==> src/sv/int8_gemv_requant_defines.svh <==
// assertion macros for the int8 gemv requant block
// used by the top level, expects i_clk and i_rst_n in scope
`ifndef INT8_GEMV_REQUANT_DEFINES_SVH
`define INT8_GEMV_REQUANT_DEFINES_SVH

// same-cycle implication
`define IGR_ASSERT_IMP(lbl, ante, cons, msg) \
    lbl: assert property (@(posedge i_clk) disable iff (!i_rst_n) (ante) |-> (cons)) \
        else $error(msg);

// next-cycle implication
`define IGR_ASSERT_NXT(lbl, ante, cons, msg) \
    lbl: assert property (@(posedge i_clk) disable iff (!i_rst_n) (ante) |=> (cons)) \
        else $error(msg);

`endif

==> src/sv/igr_pkg.sv <==
// shared types and constants of the int8 gemv requant block
// no dependencies
package igr_pkg;

    localparam int LANES    = 4;
    localparam int ELEM_W   = 8;
    localparam int PROD_W   = 2 * ELEM_W;
    localparam int ACC_W    = 28;
    localparam int SCALE_W  = 32;
    localparam int BIAS_W   = 40;
    localparam int SIX_W    = 31;
    localparam int SLOPE_W  = 32;
    localparam int FRAC_W   = 24;
    localparam int V_W      = 61;
    localparam int MAG_W    = 60;
    localparam int LO_W     = 32;
    localparam int HI_W     = MAG_W - LO_W;
    localparam int Q_W      = 45;
    localparam int RES_W    = 8;
    localparam int DATA_W   = 32;
    localparam int PADDR_W  = 4;

    localparam logic [SIX_W-1:0] SIX_RESET = 31'h0600_0000;
    localparam logic [6:0]       SAT_MAX   = 7'd127;

    localparam logic [1:0] REG_BIAS_EN = 2'd0;
    localparam logic [1:0] REG_ACT     = 2'd1;
    localparam logic [1:0] REG_SIX     = 2'd2;
    localparam logic [1:0] REG_SLOPE   = 2'd3;

    typedef enum logic [1:0] {
        ACT_NONE  = 2'd0,
        ACT_RELU  = 2'd1,
        ACT_RELU6 = 2'd2,
        ACT_LEAKY = 2'd3
    } t_act;

    typedef enum logic [2:0] {
        RQ_IDLE,
        RQ_BIAS,
        RQ_ACT,
        RQ_PROD,
        RQ_ROUND,
        RQ_OUT
    } t_rq_state;

    typedef struct packed {
        logic                      bias_enable;
        t_act                      act_mode;
        logic [SIX_W-1:0]          six_limit;
        logic signed [SLOPE_W-1:0] leaky_slope;
    } t_cfg;

    typedef struct packed {
        logic                      valid;
        logic signed [ACC_W-1:0]   acc;
        logic signed [SCALE_W-1:0] scale;
        logic signed [BIAS_W-1:0]  bias;
    } t_job;

    typedef struct packed {
        logic take;
        logic push;
    } t_rq_ctl;

endpackage

==> src/sv/igr_lane.sv <==
// one multiply lane: signed int8 matrix element times vector element
// depends on igr_pkg
module igr_lane (
    input  logic signed [igr_pkg::ELEM_W-1:0] i_mat,
    input  logic signed [igr_pkg::ELEM_W-1:0] i_vec,
    output logic signed [igr_pkg::PROD_W-1:0] o_prod
);
    import igr_pkg::*;

    assign o_prod = i_mat * i_vec;
endmodule

==> config.mk <==
export PLATFORM = sky130hd
export DESIGN_NAME = igr_lane
export DESIGN_NICKNAME = d
export VERILOG_FILES = /design/src/sv/int8_gemv_requant_defines.svh /design/src/sv/igr_pkg.sv /design/src/sv/igr_lane.sv
export SDC_FILE = /design/constraint.sdc
export NUM_CORES = 1
export LEC_CHECK = 0
export BUFFER_PORTS_ARGS = -buffer_cell sky130_fd_sc_hd__buf_2
export CORE_AREA = 2 2 75 77
export DETAILED_ROUTE_END_ITERATION = 10
export DIE_AREA = 0 0 77 79
export GPL_ROUTABILITY_DRIVEN = 0
export MAX_ROUTING_LAYER = met4
export PLACE_DENSITY_LB_ADDON = 0.12
export SLEW_MARGIN = 0
export SYNTH_ARGS = -nofsm -noshare
export SYNTH_HDL_FRONTEND = slang
export SYNTH_SLANG_ARGS = --single-unit
==> constraint.sdc <==
create_clock -name vclk -period 4.55
set_input_delay 0.455 -clock vclk [all_inputs]
set_output_delay 0.455 -clock vclk [all_outputs]
set_load 0.005 [all_outputs]
* Word level (Yosys, flattened, before mapping)
Cells that the tools add are included.
** Word-level totals
- Register bits :: 0
- Input bits :: 16
- Output and inout bits :: 16
- Word-level logic and storage cells :: 1
** Operators by class
- $mul :: 1
** Operator list (count)
- multiplier 8 x 8 -> 16 bit :: 1

* Logic depth before layout (Yosys ltp)
Gate-level depths: netlist (run 1).
- Word-level depth :: 1
- Depth in mapped cells :: 17
- Depth with buffers taken out :: 17

* Worst setup path before layout (run 1)
No wires, ideal clock.
- Kind :: input-to-output
- From :: input i_vec[4] in the netlist's numbering
- To :: output o_prod[11] in the netlist's numbering
- Data arrival time :: 4.104 ns
- Data required time :: 4.095 ns
- Path slack :: -0.009 ns
- Cell stages on the path :: 15
- Buffers on the path :: 0
- Cells stage by stage :: and2_1 -> fa_1 -> inv_1 -> fa_1 -> inv_1 -> fa_1 -> inv_1 -> fa_1 -> inv_1 -> ha_1 -> a21o_1 -> a21oi_2 -> a21boi_1 -> or4_1 -> nand3_1
** On the way
- Cells in the longest elaborated chain, start to end :: 1
** RTL lines
- start, declared :: RTL line igr_lane.sv:5 : input logic signed [igr_pkg::ELEM_W-1:0] i_vec,
- multiplier 8 x 8 -> 16 bit :: RTL line igr_lane.sv:10 : assign o_prod = i_mat * i_vec;
- end, declared :: RTL line igr_lane.sv:6 : output logic signed [igr_pkg::PROD_W-1:0] o_prod
No other way between the ends.

* Final worst setup path (run 1)
- From :: input i_mat[4] in the netlist's numbering
- To :: output o_prod[11] in the netlist's numbering
** On the way
- Cells in the longest elaborated chain, start to end :: 1
** RTL lines
- start, declared :: RTL line igr_lane.sv:4 : input logic signed [igr_pkg::ELEM_W-1:0] i_mat,
- multiplier 8 x 8 -> 16 bit :: RTL line igr_lane.sv:10
No other way between the ends.

==> run metrics, run 1 <==
status=finished, violations left; failing checks=setup timing; Max Cap Viol=0; cts hold-fix bufs=0; startpoint types=input pin; Worst-Margin Slew=303 ps; clock share of power=0%; Yosys top cell by area=fa_1; final non-filler cell total=448; Switch Pwr=0.000937 W; area share of the leading cell type in the synthesized netlist=43.3%; Max Clock Freq=213 MHz; I/O pin cnt=32; remaining global-route overflow=0; share of cells above drive strength 1=36.2%; drt first pass iters=4; GRT Util Overall=20.4%; M1 GR Usage=23.2%; CP arrival=4240 ps; Inst Count DP=439; Routed WL=5.32 mm; routed via count=2065; port bufs=32; Tmin final=4700 ps; worst vdd ir=0.526 mV; CP max stage delay=520 ps; post-synthesis sequential area ratio=0%; Chip Height=79 µm; fin crit share=103%; FF+latch count=0; worst min path class=input pin to output port; first-pass GRT wire length=9.91 mm; vias in the first global route=2307; Pint=0.00107 W; CP max stage cell=fa_1; die area=6080 µm²; Detail Route Antenna Nets=0; register area=0 µm²; Power Density=573 nW/µm²; post-DP HPWL=4.37 mm; synth warn=0; switching share of total power=46.7%; commonest non-fill, non-tap cells in the layout=75 x inv_1, 53 x fa_1, 51 x buf_4; slew margin rel.=79.7%; Routed wire per std cell=11.9 µm; DRC violations left=0; Die Wd=77 µm; Setup CP Type=input pin to output port; CP cell instances=buf_8 -> and2_4 -> fa_1 -> inv_1 -> fa_1 -> inv_2 -> fa_1 -> inv_1 -> fa_1 -> inv_2 -> ha_4 -> a21o_1 -> a21oi_4 -> a21boi_2 -> or4_1 -> nand3_1 -> buf_2; Net Count, Synth=392; WP data required=4090 ps; RSZ-0062 raised after global routing=yes; vias per std cell=4.61; global route hottest layer=met2; Nets=478; Buf/Inv on CP=6; largest net degree at the start of global routing=9; worst-path maximum fanout=4; Hold Violations, Final=0; Gate power share=100.0%; area growth from synthesis to layout=37.9%; CP dominant cell by count=fa_1; Gate Count Post-Synth=292; Crit path max-delay family=adder cells; CP endpoint kind=output port; Sequential Power Share=0%; Mapped Avg Cell Area=8.70 µm²; Starting Density=47.6%; met2 GRT Util=42.4%; Setup violations, final=2; top cells by area, synth=fa_1 43%, ha_1 14%, inv_1 13%; Leakage=1.80 nW; Mapped Area=2540 µm²; Max Slew Vio Count=0; final worst slack=-145 ps; Iter 0 DRT Violations=18; hold_ws=1330 ps; most common cell after layout, fill and taps aside=inv_1; Post-Place Worst Slack=-231 ps; row count=27; initial antenna violation count=0; diode count=0; clock buf count=0; grt met3 use=0.114%; core region area=5340 µm²; Distinct cells, synth=26
-- synth_stat cells (all sizes together) --
cell,instances
a21oi,9
nor2b,8
mux2,1
nor3,2
and2,43
a21o,2
o21a,2
nor2,9
o21ai,4
xnor2,11
nand3,2
or4,1
nand2,15
a21boi,1
ha,29
o31a,1
inv,88
nand2b,1
xor2,3
o41ai,1
fa,55
o211ai,1
nor4b,1
nand4,2
-- power groups by stage --
| stage | Combinational, W | Clock (W) | Sequential [W] |
|---|---|---|---|
| CTS | 0.00184 | 0 | 0 |
| floorplan | 0.00104 | 0 | 0 |
| global placement | 0.00158 | 0 | 0 |
| finish | 0.00201 | 0 | 0 |
| global route | 0.00226 | 0 | 0 |
| detailed placement | 0.00159 | 0 | 0 |
-- area by class of cell --
type	count	area (µm²)
multi-input cells	204	2450
inverters	88	330
well taps	72	90.1
fillers	474	1830
repair buffers	84	636
-- metrics by stage --
| stage | area (µm²) | power, W | utilization, % | setup TNS (ps) |
|---|---|---|---|---|
| detailed placement | 3130 | 0.00159 | 58.6 | -1020 |
| CTS | 3390 | 0.00184 | 63.5 | -346 |
| global placement | 3130 | 0.00158 | 58.6 | -999 |
| global route | 3500 | 0.00226 | 65.7 | -945 |
| floorplan | 2550 | 0.00104 | - | 0 |
| finish | 3500 | 0.00201 | 65.7 | -197 |
-- final timing paths --
kind | from | end | cells after the start
setup / recovery | i_mat[4] | o_prod[11] | 17
hold / removal | i_mat[0] | o_prod[0] | 4
-- per-layer routing --
metal,vias to the layer above,wire [µm]
li1,1028,-
met1,1023,2160
met2,12,3100
met3,2,46
met4,0,14
met5,-,0
-- logic make-up after synthesis --
logic type | synth area share [%]
XOR/XNOR | 4.83
adder cells (fa/ha/maj) | 57.6
multiplexers | 0.443
buffers and inverters | 13.0
AO/OA/AOI/OAI | 5.61
AND/OR/NAND/NOR | 18.5
-- what timing repair did --
item                       CTS  global route
gates resized for setup     55            27
setup buffers                4             5
pin swaps                   47            32
setup endpoints to repair    6             7
Power figures use the tool's default switching activity.
==> run 2, diff against run 1 <==
==> constraint.sdc (replaced) <==
create_clock -name vclk -period 4.1
set_input_delay 0.41 -clock vclk [all_inputs]
set_output_delay 0.41 -clock vclk [all_outputs]
set_load 0.005 [all_outputs]
==> run metrics, run 2 (synthesis results as in run 1) <==
status=finished, violations left; failing checks=setup timing; most common cell after layout, fill and taps aside=inv_1; Routed wire per std cell=12.1 µm; Buf/Inv on CP=6; met2 GRT Util=42.3%; slew margin rel.=82.4%; Tmin final=4550 ps; clock buf count=0; largest net degree at the start of global routing=10; worst-path maximum fanout=4; first-pass GRT wire length=9.76 mm; Pint=0.00109 W; fin crit share=111%; Nets=468; GRT Util Overall=20.1%; Routed WL=5.30 mm; CP cell instances=buf_8 -> and2_4 -> fa_1 -> inv_2 -> fa_1 -> inv_2 -> fa_1 -> inv_1 -> fa_1 -> inv_2 -> ha_4 -> a21o_1 -> a21oi_2 -> a21boi_2 -> or4_1 -> nand3_1 -> buf_2; clock share of power=0%; share of cells above drive strength 1=31.4%; Chip Height=79 µm; Detail Route Antenna Nets=0; Power Density=615 nW/µm²; Iter 0 DRT Violations=25; area growth from synthesis to layout=31.1%; vias per std cell=4.68; post-DP HPWL=4.63 mm; Sequential Power Share=0%; Gate power share=100.0%; WP data required=3690 ps; global route hottest layer=met2; Max Cap Viol=0; grt met3 use=0.227%; DRC violations left=0; CP endpoint kind=output port; Setup CP Type=input pin to output port; die area=6080 µm²; cts hold-fix bufs=0; FF+latch count=0; RSZ-0062 raised after global routing=yes; diode count=0; core region area=5340 µm²; Setup violations, final=8; commonest non-fill, non-tap cells in the layout=84 x inv_1, 54 x fa_1, 47 x buf_4; I/O pin cnt=32; Max Slew Vio Count=0; M1 GR Usage=21.7%; port bufs=32; Starting Density=47.6%; CP max stage delay=540 ps; worst vdd ir=0.549 mV; drt first pass iters=4; Hold Violations, Final=0; Die Wd=77 µm; Worst-Margin Slew=261 ps; Leakage=1.73 nW; total negative slack=-2650 ps; row count=27; Crit path max-delay family=adder cells; worst min path class=input pin to output port; Switch Pwr=0.000956 W; register area=0 µm²; routed via count=2050; initial antenna violation count=0; CP dominant cell by count=fa_1; CP max stage cell=fa_1; Max Clock Freq=220 MHz; Final Total Pwr=0.00205 W; remaining global-route overflow=0; final-layout fill cell count=493; switching share of total power=46.6%; startpoint types=input pin; vias in the first global route=2286; final worst slack=-453 ps; CP arrival=4140 ps
-- run 2: cell count changes in the layout (fill, tap and decap cells not counted), moves of 3 or more --
cell / change
buf_4: -4
a21oi_4: -4
buf_6: -5
a21oi_2: +4
inv_1: +9
ha_2: +3
inv_2: -9
-- run 2: cell type report --
class                      instances  area (µm²)  area share (%)
multi-input combinational        204        2380            71.5
tap                               72        90.1            2.70
inverter                          88         330            9.92
timing repair buffer              74         529            15.9
-- run 2: per-stage QoR --
stage | area, µm² | hold WS, ps | util [%] | setup slack (ps) | instances
2_1_floorplan | 2590 | 930 | - | -163 | 292
3_3_place_gp | 3150 | 1200 | 59.0 | -511 | 437
3_5_place_dp | 3150 | 1200 | 59.0 | -539 | 437
4_1_cts | 3280 | 1130 | 61.5 | -482 | 438
5_1_grt | 3330 | 1150 | 62.4 | -639 | 438
6_report | 3330 | 1120 | 62.4 | -453 | 438
-- run 2: worst paths after layout --
check                    start          to  slack, ps  cells past startpoint
worst min-delay path  i_mat[0]   o_prod[0]       1120                      3
worst max-delay path  i_mat[3]  o_prod[11]       -450                     17
-- run 2: power by group through the flow --
stage                     clock [W]  combinational (W)  sequential, W
after floorplan                   0            0.00118              0
after global placement            0            0.00184              0
after detailed placement          0            0.00187              0
after CTS                         0            0.00200              0
after global routing              0            0.00235              0
final                             0            0.00205              0
-- run 2: metal layers --
layer / wire length, µm / vias to the layer above
li1: - / 1006
met1: 2070 / 1023
met2: 3150 / 15
met3: 38 / 6
met4: 44 / 0
met5: 0 / -
-- run 2: repair_timing --
action / in CTS / in global routing
setup endpoints to repair: 8 / 8
pin swaps: 24 / 8
resized for setup: 37 / 12
buffers inserted: 1 / 0
==> run 3, diff against run 2 <==
--- a/config.mk
+++ b/config.mk
@@ -5,10 +5,11 @@
 export SDC_FILE = /design/constraint.sdc
 export NUM_CORES = 1
 export LEC_CHECK = 0
+export ABC_AREA = 1
 export BUFFER_PORTS_ARGS = -buffer_cell sky130_fd_sc_hd__buf_2
-export CORE_AREA = 2 2 75 77
+export CORE_AREA = 2 2 79 81
 export DETAILED_ROUTE_END_ITERATION = 10
-export DIE_AREA = 0 0 77 79
+export DIE_AREA = 0 0 81 83
 export GPL_ROUTABILITY_DRIVEN = 0
 export MAX_ROUTING_LAYER = met4
 export PLACE_DENSITY_LB_ADDON = 0.12
==> run metrics, run 3 <==
largest net degree at the start of global routing=9; WP data required=3690 ps; status=finished, violations left; Mapped Avg Cell Area=6.89 µm²; Chip Height=83 µm; port bufs=32; post-synthesis sequential area ratio=0%; Yosys top cell by area=fa_1; CP max stage cell=fa_1; Area after DPL=3520 µm²; cell with the most instances after synthesis=inv_1; CP dominant cell by count=fa_1; most common cell after layout, fill and taps aside=inv_1; final worst slack=-297 ps; CP arrival=3990 ps; Nets=586; clock buf count=0; Hold Violations, Final=0; vias in the first global route=2710; Power Density=653 nW/µm²; Synth top cells by count=150 x inv_1, 108 x nand2_1, 55 x fa_1; RSZ-0062 raised after global routing=yes; startpoint types=input pin; first-pass GRT wire length=11.0 mm; top cells by area, synth=fa_1 38%, inv_1 20%, nand2_1 14%; Final Total Pwr=0.00245 W; Iter 0 DRT Violations=53; CP max stage delay=550 ps; Max Cap Viol=0; Detail Route Antenna Nets=0; die area=6720 µm²; Gate Count Post-Synth=418; Leakage=2.34 nW; Crit path max-delay family=adder cells; Routed WL=5.92 mm; FF+latch count=0; Worst-Margin Slew=210 ps; I/O pin cnt=32; row count=28; Die Wd=81 µm; CP endpoint kind=output port; Setup CP Type=input pin to output port; GRT Util Overall=20.3%; Mapped Area=2880 µm²; total negative slack=-2030 ps; fin crit share=107%; synth warn=0; Net Count, Synth=518; worst vdd ir=0.451 mV; post-DP HPWL=5.23 mm; area share of the leading cell type in the synthesized netlist=38.2%; Tmin final=4400 ps; failing checks=setup timing; final-layout fill cell count=561; Max Clock Freq=227 MHz; remaining global-route overflow=0; diode count=0; share of cells above drive strength 1=28.1%; DRC violations left=0; CP cell instances=buf_8 -> clkinvlp_4 -> buf_4 -> nor2_2 -> fa_1 -> inv_1 -> fa_1 -> fa_1 -> fa_1 -> inv_1 -> ha_4 -> nand2_2 -> nor2_4 -> nand2_2 -> a21oi_2 -> nor2_1 -> nand3_1 -> nand2_1 -> buf_2; Routed wire per std cell=10.6 µm; commonest non-fill, non-tap cells in the layout=143 x inv_1, 99 x nand2_1, 53 x fa_1; Starting Density=49.5%; vias per std cell=4.50; area growth from synthesis to layout=30.3%; Final Util=64.5%; Distinct cells, synth=23; drt first pass iters=4; Setup violations, final=9; routed via count=2517; worst min path class=input pin to output port; cell area after layout=3750 µm²; register area=0 µm²; initial antenna violation count=0; Max Slew Vio Count=0; Buf/Inv on CP=6; slew margin rel.=86.0%; core region area=5820 µm²; worst-path maximum fanout=7
-- run 3: through the flow --
stage | hold slack [ps] | cells | worst slack (ps)
detailed placement | 1240 | 553 | -429
global route | 1300 | 559 | -477
CTS | 1250 | 557 | -324
global placement | 1240 | 553 | -341
floorplan | 1030 | 418 | 0.560
finish | 1250 | 559 | -297
-- run 3: cell type report --
type / instances / area (µm²) / share of cell area (%)
Multi-Input combinational cell: 253 / 2510 / 66.8
Tap cell: 75 / 93.8 / 2.50
Timing Repair Buffer: 81 / 587 / 15.6
Inverter: 150 / 567 / 15.1
-- run 3: worst paths after layout --
path | startpoint | to | slack, ps | cells past startpoint
hold / removal | i_mat[0] | o_prod[0] | 1250 | 5
setup / recovery | i_vec[7] | o_prod[15] | -300 | 19
-- run 3: repair_timing --
item                                    4_1_cts  5_1_grt
hold buffers                                  0        0
endpoints found under the setup margin        9       10
setup buffers                                 4        2
pin swaps                                    27       17
gates cloned                                  0        0
resized for setup                            18       29
-- run 3: cell families after synthesis --
group / Yosys count / synth area share, %
buffers and inverters: 165 / 21.5
and+or+nand+nor: 147 / 21.9
xor gates and xnor gates: 9 / 2.74
adders and majority gates: 84 / 50.8
AOI/OAI and AO/OA: 13 / 3.08
-- run 3: per-layer routing --
metal	global-route usage [%]	vias up	part of all wire (%)
met4	0.616	0	0.24
met1	24.0	1202	43
met5	-	-	0
met3	0.326	2	1.6
li1	-	1290	-
met2	39.7	23	55
-- run 3: power breakdown --
| group | switching [W] | internal, W |
|---|---|---|
| clock | 0 | 0 |
| combinational | 0.00124 | 0.00121 |
| sequential | 0 | 0 |
| total | 0.00124 | 0.00121 |
