===== config.mk =====
export PLATFORM = sky130hd
export DESIGN_NAME = igr_merge
export DESIGN_NICKNAME = d
export VERILOG_FILES = /design/src/sv/int8_gemv_requant_defines.svh /design/src/sv/igr_pkg.sv /design/src/sv/igr_merge.sv
export SDC_FILE = /design/constraint.sdc
export NUM_CORES = 1
export LEC_CHECK = 0
export BUFFER_PORTS_ARGS = -buffer_cell sky130_fd_sc_hd__buf_4
export CORE_MARGIN = 5
export CORE_UTILIZATION = 50
export CTS_CLUSTER_DIAMETER = 80
export DETAILED_ROUTE_END_ITERATION = 8
export PLACE_DENSITY = 0.75
export SLEW_MARGIN = 20
export SYNTH_ARGS = -nofsm -noshare
export SYNTH_HDL_FRONTEND = slang
export SYNTH_SLANG_ARGS = --single-unit

===== constraint.sdc =====
create_clock -name i_clk -period 9.6 [get_ports i_clk]
set_input_delay 0.96 -clock i_clk [delete_from_list [all_inputs] [get_ports i_clk]]
set_output_delay 0.96 -clock i_clk [all_outputs]
set_load 0.02 [all_outputs]

===== src/sv/int8_gemv_requant_defines.svh =====
// assertion macros for the int8 gemv requant block
// used by the top level, expects i_clk and i_rst_n in scope
`ifndef INT8_GEMV_REQUANT_DEFINES_SVH
`define INT8_GEMV_REQUANT_DEFINES_SVH

// same-cycle implication
`define IGR_ASSERT_IMP(lbl, ante, cons, msg) \
    lbl: assert property (@(posedge i_clk) disable iff (!i_rst_n) (ante) |-> (cons)) \
        else $error(msg);

// next-cycle implication
`define IGR_ASSERT_NXT(lbl, ante, cons, msg) \
    lbl: assert property (@(posedge i_clk) disable iff (!i_rst_n) (ante) |=> (cons)) \
        else $error(msg);

`endif


===== src/sv/igr_pkg.sv =====
// shared types and constants of the int8 gemv requant block
// no dependencies
package igr_pkg;

    localparam int LANES    = 4;
    localparam int ELEM_W   = 8;
    localparam int PROD_W   = 2 * ELEM_W;
    localparam int ACC_W    = 28;
    localparam int SCALE_W  = 32;
    localparam int BIAS_W   = 40;
    localparam int SIX_W    = 31;
    localparam int SLOPE_W  = 32;
    localparam int FRAC_W   = 24;
    localparam int V_W      = 61;
    localparam int MAG_W    = 60;
    localparam int LO_W     = 32;
    localparam int HI_W     = MAG_W - LO_W;
    localparam int Q_W      = 45;
    localparam int RES_W    = 8;
    localparam int DATA_W   = 32;
    localparam int PADDR_W  = 4;

    localparam logic [SIX_W-1:0] SIX_RESET = 31'h0600_0000;
    localparam logic [6:0]       SAT_MAX   = 7'd127;

    localparam logic [1:0] REG_BIAS_EN = 2'd0;
    localparam logic [1:0] REG_ACT     = 2'd1;
    localparam logic [1:0] REG_SIX     = 2'd2;
    localparam logic [1:0] REG_SLOPE   = 2'd3;

    typedef enum logic [1:0] {
        ACT_NONE  = 2'd0,
        ACT_RELU  = 2'd1,
        ACT_RELU6 = 2'd2,
        ACT_LEAKY = 2'd3
    } t_act;

    typedef enum logic [2:0] {
        RQ_IDLE,
        RQ_BIAS,
        RQ_ACT,
        RQ_PROD,
        RQ_ROUND,
        RQ_OUT
    } t_rq_state;

    typedef struct packed {
        logic                      bias_enable;
        t_act                      act_mode;
        logic [SIX_W-1:0]          six_limit;
        logic signed [SLOPE_W-1:0] leaky_slope;
    } t_cfg;

    typedef struct packed {
        logic                      valid;
        logic signed [ACC_W-1:0]   acc;
        logic signed [SCALE_W-1:0] scale;
        logic signed [BIAS_W-1:0]  bias;
    } t_job;

    typedef struct packed {
        logic take;
        logic push;
    } t_rq_ctl;

endpackage


===== src/sv/igr_merge.sv =====
// merge stage: sums the lane products into the dot accumulator and
// hands a finished row to the requant sequencer; depends on igr_pkg
module igr_merge (
    input  logic                               i_clk,
    input  logic                               i_rst_n,
    input  logic signed [igr_pkg::PROD_W-1:0]  i_prod [igr_pkg::LANES],
    input  logic                               i_accept,
    input  logic                               i_row_end,
    input  logic signed [igr_pkg::SCALE_W-1:0] i_row_scale,
    input  logic signed [igr_pkg::BIAS_W-1:0]  i_row_bias,
    input  logic                               i_take,
    output igr_pkg::t_job                      o_job
);
    import igr_pkg::*;

    logic signed [ACC_W-1:0] r_acc;
    logic signed [ACC_W-1:0] w_sum;
    t_job                    r_job;

    always_comb begin
        w_sum = r_acc;
        for (int i = 0; i < LANES; i++) begin
            w_sum = w_sum + ACC_W'(i_prod[i]);
        end
    end

    always_ff @(posedge i_clk) begin
        if (!i_rst_n) begin
            r_acc       <= '0;
            r_job.valid <= 1'b0;
        end else begin
            if (i_accept && i_row_end) begin
                r_acc       <= '0;
                r_job.valid <= 1'b1;
            end else begin
                if (i_accept) begin
                    r_acc <= w_sum;
                end
                if (i_take) begin
                    r_job.valid <= 1'b0;
                end
            end
        end
        if (i_accept && i_row_end) begin
            r_job.acc   <= w_sum;
            r_job.scale <= i_row_scale;
            r_job.bias  <= i_row_bias;
        end
    end

    assign o_job = r_job;
endmodule


# Word level (Yosys, flattened, before mapping)
# Cells that the tools add are included.
# W data, S select, Z words.
# totals
wordCells	15
regBits	129
# op_classes
mux	2
n_addsub	4
bitwise	1
n_reduce_logical	3
# op_table
op	count
$add A28 B16 Y28	4
$mux W1	2
$reduce_bool A2 Y1	1
$reduce_or A2 Y1	1
$logic_and A1 B1 Y1	1
$not A1 Y1	1

# Logic depth before layout (Yosys ltp)
# Gate-level depths: netlist (run 1).
# logic_depth
word_depth	4
depth_mapped	17
mapped_depth_nobuf	16

# Worst setup path before layout (run 1)
# No wires, ideal clock.
# synth_path
kind	in2reg
start	input i_prod[15] (netlist bit)
end	register r_acc[27]
n_path_buf	0
setup_time_ns	0.071
required_ns	9.529
arrival_time_ns	4.749
slack_ns	4.780
path_stages	12
path_cell_list	fa_1 > fa_1 > fa_1 > ha_1 > a21oi_1 > nand2_1 > nand3_1 > a31oi_4 > o211ai_2 > a31oi_1 > or4_1 > a21oi_1
# synth_via
elab_chain_len	1
# synth_rtl
element	line_no	rtl
start, declared	igr_merge.sv:6	input logic signed [igr_pkg::PROD_W-1:0] i_prod [igr_pkg::LANES],
$add A28 B16 Y28	igr_merge.sv:23	w_sum = w_sum + ACC_W'(i_prod[i]);
end signal, assigned	igr_merge.sv:37	r_acc <= w_sum;
end, declared	igr_merge.sv:16	logic signed [ACC_W-1:0] r_acc;
# No other way between the ends.
# A chain may end at the register's enable or synchronous reset.

# Final worst setup path (run 1)
# Same ends and word-level chain as after synthesis.

==> impl_results.md, run 1 <==
* Status: complete, no violations
* Clock root buffer: clkbuf_16
* Post-synth top flop: edfxtp_1
* Mapped Cells at between 500 and 600
* H-Tree Depth at 4
* Cell row count at 43
* Synth Register Bits at between 100 and 150
* Total of max-cap violations at 0
* Async set-reset flop share out of synthesis at 0%
* Clock transition at path regs at 0.06 ns
* Area growth from synthesis to layout at 35.86%
* Final worst slack at 4.762 ns
* Pin count of the biggest net entering global routing at 95
* # IOs at 242
* Max-slew violations at 0
* Met1 usage in global routing at 25.69%
* Layout filler cell count at ~1,000
* Met2 Use GR at slightly below 40%
* TritonRoute pass-1 iters at 4
* Syn Std Cell Area at around 7000 um2
* GR Overflow Total at 0
* Worst hold start: r_acc[14]$_SDFFE_PP0P_
* Register-to-Register Path Depth at 13
* Crit Path Class: in -> reg
* Via-to-Cell Ratio at ~5.0
* Commonest non-fill, non-tap cell in the layout: buf_4
* ANT nets after route at 0
* Leakage power at 0.004605 uW
* First-pass GRT wire length at 27,610 um
* Wire per inst at 17.37 um
* Met3 Use GR at 5.565%
* Total power at 3156 uW
* GRT busiest layer: met2
* Maximum clock path buffer count at 2
* Yosys cell types at 56
* GRT Overall Usage at 21.49%
* Initial drt markers at 321
* Worst R2R End: r_acc[27]$_SDFFE_PP0P_
* Clock Skew at 0.009216 ns
* # Post-CTS Setup Buffers at 0
* Setup Total Neg Slack at 0 ns
* Mapped Avg Cell Area at 12.04 um2
* Post-CTS Resized at 0
* Worst Hold Endpoint: r_acc[14]$_SDFFE_PP0P_
* Vias in the first global route at between 5,000 and 6,000
* Reg2reg setup slack at 6.14 ns
* DIE AREA at roughly 17,000 um2
* Die H at 129.6 um
* HPWL after detailed placement at 14,110 um
* Gpl congestion at about 0.85
* Crit path time final at 4.838 ns
* Final setup vio count at 0
* Layout Nets at ~1,100
* Synth warn at 0
* Most frequent cells in the layout: 241 x buf_4, 139 x inv_1, 100 x edfxtp_1
* Worst rel slew slack at 28.95%
* CP Capture Type: register
* Post-synth EDFFs at 100
* Top cell type's share of synthesized area at between 40% and 50%
* CTS tree: done
* Cell taking the most area after synthesis: edfxtp_1
* Hold WC Path Type: reg -> reg
* Share of layout cells above drive strength 1 at 33.26%
* Routed WL at between 15,000 and 20,000 um
* Port bufs at 241
* Hold-fix buffers, CTS at 0
* Num CTS Buffers at 17
* CP Max Fanout at 12
* CP arrival at 5.16 ns
* Fin. Hold Viols at 0
* Residual DRC count at 0
* Type of origin of the critical path: input port
* Core Area at between 10,000 and 15,000 um2
* Clock latency on the worst-skew pair at 0.41 ns
* Max Fclk at 206.7 MHz
* Die extent in x at 129.6 um
* Vias at 5,183
* Pre-CTS WS at 4.318 ns
* Slew @ Worst Pin at roughly 1.1 ns
* Area after DPL at between 9000 and 10,000 um2
* Clock Sinks at 129
* Sequential cell area fraction in the yosys report at 50.10%
* Max VDD drop at ~0.17 mV
* Crit Reg-Reg Startpoint: r_acc[1]$_SDFFE_PP0P_
* Worst endpoint required time at a little under 10 ns
* Synth top area cells: edfxtp_1 42%, fa_1 17%, dfxtp_1 8.1%
* Fin area at 9718 um2
* Initial core utilization at about 51%
* RSZ-0062 raised after global routing: no
* Initial antenna violation count at 0
* WHS Path Cells at 2
* Fin crit share at 50.40%
* Syn_nets at 823
* # diodes at 0
* PwrDens at 324.8 nW/um2
registers in the layout, summed over array words and instances (netlist names):
signal	flops
r_acc	28
o_job	101
cells in the mapped netlist (all sizes together), types with 2 or more instances:
cell type,n
o31ai,3
or3,3
dfxtp,29
clkbuf,8
and3,7
nor3,9
o211ai,4
a32o,3
mux2i,16
nand2,25
a21oi,23
a21o,10
nor4,2
nor2,30
ha,29
nor2b,5
inv,140
xor2,8
nand3,9
nand4,5
a31oi,4
o21a,5
o21ai,15
a211oi,3
a22oi,2
xnor2,15
buf,3
fa,59
edfxtp,100
and2,3
nand2b,2
how the worst max path moves through the flow:
stage | cells after the start | endpoint | slack [ns] | from
3_5_place_dp | 13 | r_acc[27]$_SDFFE_PP0P_ | 4.32 | i_prod[15]
5_1_grt | 13 | r_acc[27]$_SDFFE_PP0P_ | 4.53 | i_prod[15]
3_3_place_gp | 13 | r_acc[27]$_SDFFE_PP0P_ | 4.44 | i_prod[15]
2_1_floorplan | 12 | r_acc[27]$_SDFFE_PP0P_ | 4.78 | i_prod[15]
6_report | 13 | r_acc[27]$_SDFFE_PP0P_ | 4.76 | i_prod[15]
4_1_cts | 13 | r_acc[27]$_SDFFE_PP0P_ | 4.78 | i_prod[15]
power by group:
part / internal (uW) / leakage (uW) / switching [uW]
clock: 358 / 0.000271 / 249
combinational: 700 / 0.00316 / 983
sequential: 813 / 0.00118 / 53.9
metal layers:
layer / routed length (um) / share of wire [%] / up-vias
met5: 0 / 0 / -
met4: 191 / 1.1 / 0
met3: 1334 / 7.4 / 18
met2: 9447 / 52 / 191
met1: 7035 / 39 / 2504
li1: - / - / 2470
area by class of cell:
| type | count | area, um2 | share of cell area [%] |
|---|---|---|---|
| Clock inverter | 15 | 135.1 | 1.391 |
| Clock buffer | 17 | 425.4 | 4.377 |
| Timing Repair Buffer | 242 | 1821 | 18.73 |
| Sequential cell | 129 | 3583 | 36.87 |
| Inverter | 140 | 528.0 | 5.433 |
| Tap cell | 180 | 225.2 | 2.317 |
| Multi-Input combinational cell | 314 | 3000 | 30.87 |
cells by family (layout without fill, tap and decap cells):
kind of cell,Yosys count,after routing,share of synthesized area (%)
muxes,16,16,2.239
buffers and inverters,151,414,7.959
xor gates and xnor gates,23,23,2.816
and+or+nand+nor,105,105,7.102
DFF,129,129,50.10
AOI/OAI and AO/OA,82,82,8.204
adders and majority gates,88,88,21.58
stage by stage:
| stage | instances | hold slack, ns | utilization [%] |
|---|---|---|---|
| after floorplan | 594 | 0.4411 | - |
| after global placement | 1005 | 0.4512 | 65.69 |
| after detailed placement | 1005 | 0.4646 | 65.72 |
| after CTS | 1037 | 0.4772 | 69.74 |
| after global routing | 1037 | 0.4932 | 69.74 |
| final | 1037 | 0.4729 | 69.74 |
critical path: stages:
cell and delay, ns:
buf_4 0.11, fa_1 0.51, fa_1 1.08, fa_1 0.55, ha_1 0.39, a21oi_1 0.33, nand2_1 0.09, nand3_1 0.14
a31oi_4 0.06, o211ai_2 0.18, a31oi_1 0.14, or4_1 0.48, a21oi_1 0.14
Power figures use the tool's default switching activity.
==> run 2, diff against run 1 <==
--- a/config.mk
+++ b/config.mk
@@ -7,10 +7,10 @@
 export LEC_CHECK = 0
 export BUFFER_PORTS_ARGS = -buffer_cell sky130_fd_sc_hd__buf_4
 export CORE_MARGIN = 5
-export CORE_UTILIZATION = 50
+export CORE_UTILIZATION = 46
 export CTS_CLUSTER_DIAMETER = 80
 export DETAILED_ROUTE_END_ITERATION = 8
-export PLACE_DENSITY = 0.75
+export PLACE_DENSITY = 0.73
 export SLEW_MARGIN = 20
 export SYNTH_ARGS = -nofsm -noshare
 export SYNTH_HDL_FRONTEND = slang
==> constraint.sdc (replaced) <==
create_clock -name i_clk -period 4.15 [get_ports i_clk]
set_input_delay 0.415 -clock i_clk [delete_from_list [all_inputs] [get_ports i_clk]]
set_output_delay 0.415 -clock i_clk [all_outputs]
set_load 0.02 [all_outputs]
==> impl_results.md, run 2 (same netlist as run 1, synthesis figures left out) <==
* GRT Overall Usage at 20.32% (-1.2 points)
* Wire per inst at 16.81 um (-3.2%)
* Setup Total Neg Slack at 0 ns (unchanged)
* Vias at 5,278 (+1.8%)
* HPWL after detailed placement at 14,150 um (+0.30%)
* Clock Sinks at 129 (unchanged)
* Max Fclk at 251.8 MHz
* Pin count of the biggest net entering global routing at 79 (-17%)
* Worst rel slew slack at 32.19% (+3.2 points)
* Worst endpoint required time at 4.49 ns (-5.43 ns)
* DIE AREA at 18,140 um2 (+8.0%)
* GR Overflow Total at 0 (unchanged)
* Pre-CTS WS at -0.3350 ns (-4.653 ns)
* Final worst slack at 0.1782 ns (-4.584 ns)
* Crit Path Class: in -> reg
* Total power at 7693 uW (+140%)
* PwrDens at 771.9 nW/um2 (+140%)
* Max-slew violations at 0 (unchanged)
* Routed WL at 18,070 um (+0.36%)
* Crit path time final at 3.972 ns
* Hold-fix buffers, CTS at 0 (unchanged)
* Total of max-cap violations at 0 (unchanged)
* Die extent in x at 134.7 um (+3.9%)
* TritonRoute pass-1 iters at 5 (+1)
* Maximum clock path buffer count at 2 (unchanged)
* Gpl congestion at 0.8401 (-0.84%)
* Area growth from synthesis to layout at 39.32%
* CP arrival at 4.31 ns (-0.85 ns)
* Commonest non-fill, non-tap cell in the layout: buf_4
* Layout Nets at 1,103 (+2.8%)
* Clock root buffer: clkbuf_16
* Critical-path top delay cell: fa_1
* Worst R2R End: r_acc[27]$_SDFFE_PP0P_
* # Post-CTS Setup Buffers at 0 (unchanged)
* Port bufs at 241 (unchanged)
* Critical Path Max Stage Delay at 0.55 ns (-0.53 ns)
* Max VDD drop at 0.4204 mV (+140%)
* Clock Skew at 0.01020 ns (+0.0009876 ns)
* ANT nets after route at 0 (unchanged)
* Initial core utilization at 47.05% (-4.3 points)
* # IOs at 242 (unchanged)
* Reg2reg setup slack at 0.93 ns (-5.21 ns)
* Layout filler cell count at 1,151 (+12%)
* Worst setup path startpoint: i_prod[1]
* Residual DRC count at 0 (unchanged)
* Register-to-Register Path Depth at 13 (unchanged)
* Via-to-Cell Ratio at 4.910 (-1.8%)
* Core Area at 15,200 um2 (+9.1%)
* Slew @ Worst Pin at 1.017 ns (-0.04607 ns)
* Crit Reg-Reg Startpoint: r_acc[1]$_SDFFE_PP0P_
* CP Max Fanout at 3 (-9)
* CP Capture Point: r_acc[27]$_SDFFE_PP0P_
* H-Tree Depth at 4 (unchanged)
* Most frequent cells in the layout: 271 x buf_4, 139 x inv_1, 100 x edfxtp_1
* Fin. Hold Viols at 0 (unchanged)
* RSZ-0062 raised after global routing: yes
* Post-CTS Resized at 0 (unchanged)
* Worst path cell trace: buf_4 -> inv_1 -> fa_1 -> fa_2 -> fa_1 -> inv_1 -> ha_1 -> fa_2 -> a211oi_2 -> o21ai_2 -> o21ai_2 -> a31oi_4 -> o211ai_2 -> a31oi_1 -> or4_1 -> a21oi_1
* Status: complete, no violations
* Initial drt markers at 263 (-18%)
* Vias in the first global route at 5,647 (+7.2%)
* Cell row count at 45 (+4.7%)
* Final setup vio count at 0 (unchanged)
* CTS tree: done
* Type of origin of the critical path: input port
* CP Capture Type: register
* Leakage power at 0.004746 uW (+3.1%)
* Num CTS Buffers at 17 (unchanged)
* # diodes at 0 (unchanged)
* Max reg flops at 101 (unchanged)
* Fin crit share at approximately 96%
* Hold WC Path Type: in -> reg
* Die H at 134.7 um (+3.9%)
* Share of layout cells above drive strength 1 at 35.96% (+2.7 points)
* Clock latency on the worst-skew pair at 0.42 ns (about the same)
* Clock transition at path regs at 0.06 ns (about the same)
* Initial antenna violation count at 0 (unchanged)
* First-pass GRT wire length at 28,610 um (+3.6%)
## run 2: changes by cell type in the layout (fill, tap and decap cells not counted), sizes merged
cell      previous run  this run
inv                144       146
clkinv               8         4
buf                242       272
clkinvlp             2         4
## run 2: metrics by stage
| stage | instance area (um2) | cells | utilization (%) | hold WS (ns) |
|---|---|---|---|---|
| 2_1_floorplan | 7158 | 594 | - | 0.4411 |
| 3_3_place_gp | 9407 | 1043 | 61.88 | 0.4518 |
| 3_5_place_dp | 9407 | 1043 | 61.88 | 0.4873 |
| 4_1_cts | 9963 | 1075 | 65.54 | 0.1555 |
| 5_1_grt | 9966 | 1075 | 65.56 | 0.1493 |
| 6_report | 9966 | 1075 | 65.56 | 0.1713 |
## run 2: worst min path at each step
| stage | from | end | cells after the start | slack (ns) |
|---|---|---|---|---|
| floorplan | r_acc[14]$_SDFFE_PP0P_ | r_acc[14]$_SDFFE_PP0P_ | 2 | 0.44 |
| global route | i_row_bias[18] | o_job[18]$_DFFE_PP_ | 1 | 0.15 |
| detailed placement | r_acc[1]$_SDFFE_PP0P_ | r_acc[1]$_SDFFE_PP0P_ | 2 | 0.49 |
| CTS | i_row_scale[29] | o_job[69]$_DFFE_PP_ | 1 | 0.16 |
| finish | i_row_scale[24] | o_job[64]$_DFFE_PP_ | 1 | 0.17 |
| global placement | r_acc[14]$_SDFFE_PP0P_ | r_acc[14]$_SDFFE_PP0P_ | 2 | 0.45 |
## run 2: cell type report
cell class	instances	area (um2)	area share, %
flip-flops and latches	129	3583	35.96
clock inverters	15	131.4	1.318
repair buffers	272	2054	20.62
multi-input cells	314	3008	30.18
inverters	140	528.0	5.298
clock buffers	17	425.4	4.269
well taps	188	235.2	2.360
## run 2: where the power goes
part | leakage (uW) | switching (uW) | internal, uW
registers | 0.00118 | 132 | 1880
logic | 0.00331 | 2370 | 1910
clock network | 0.000265 | 579 | 827
total | 0.00475 | 3080 | 4620
## run 2: worst max-delay path, delay by kind of cell
family,cells,cell delay (ns)
buffers and inverters,3,0.16
adder cells (fa/ha/maj),5,2.12
AND/OR/NAND/NOR,1,0.50
AO/OA/AOI/OAI,7,1.11
## run 2: metal layers
layer  wire (um)  vias up  global-route usage, %
met4         207        0                  5.373
met1        6869     2532                  22.97
met5           0        -                      0
met3        1515       17                  6.893
met2        9481      195                  36.71
li1            -     2534                      -
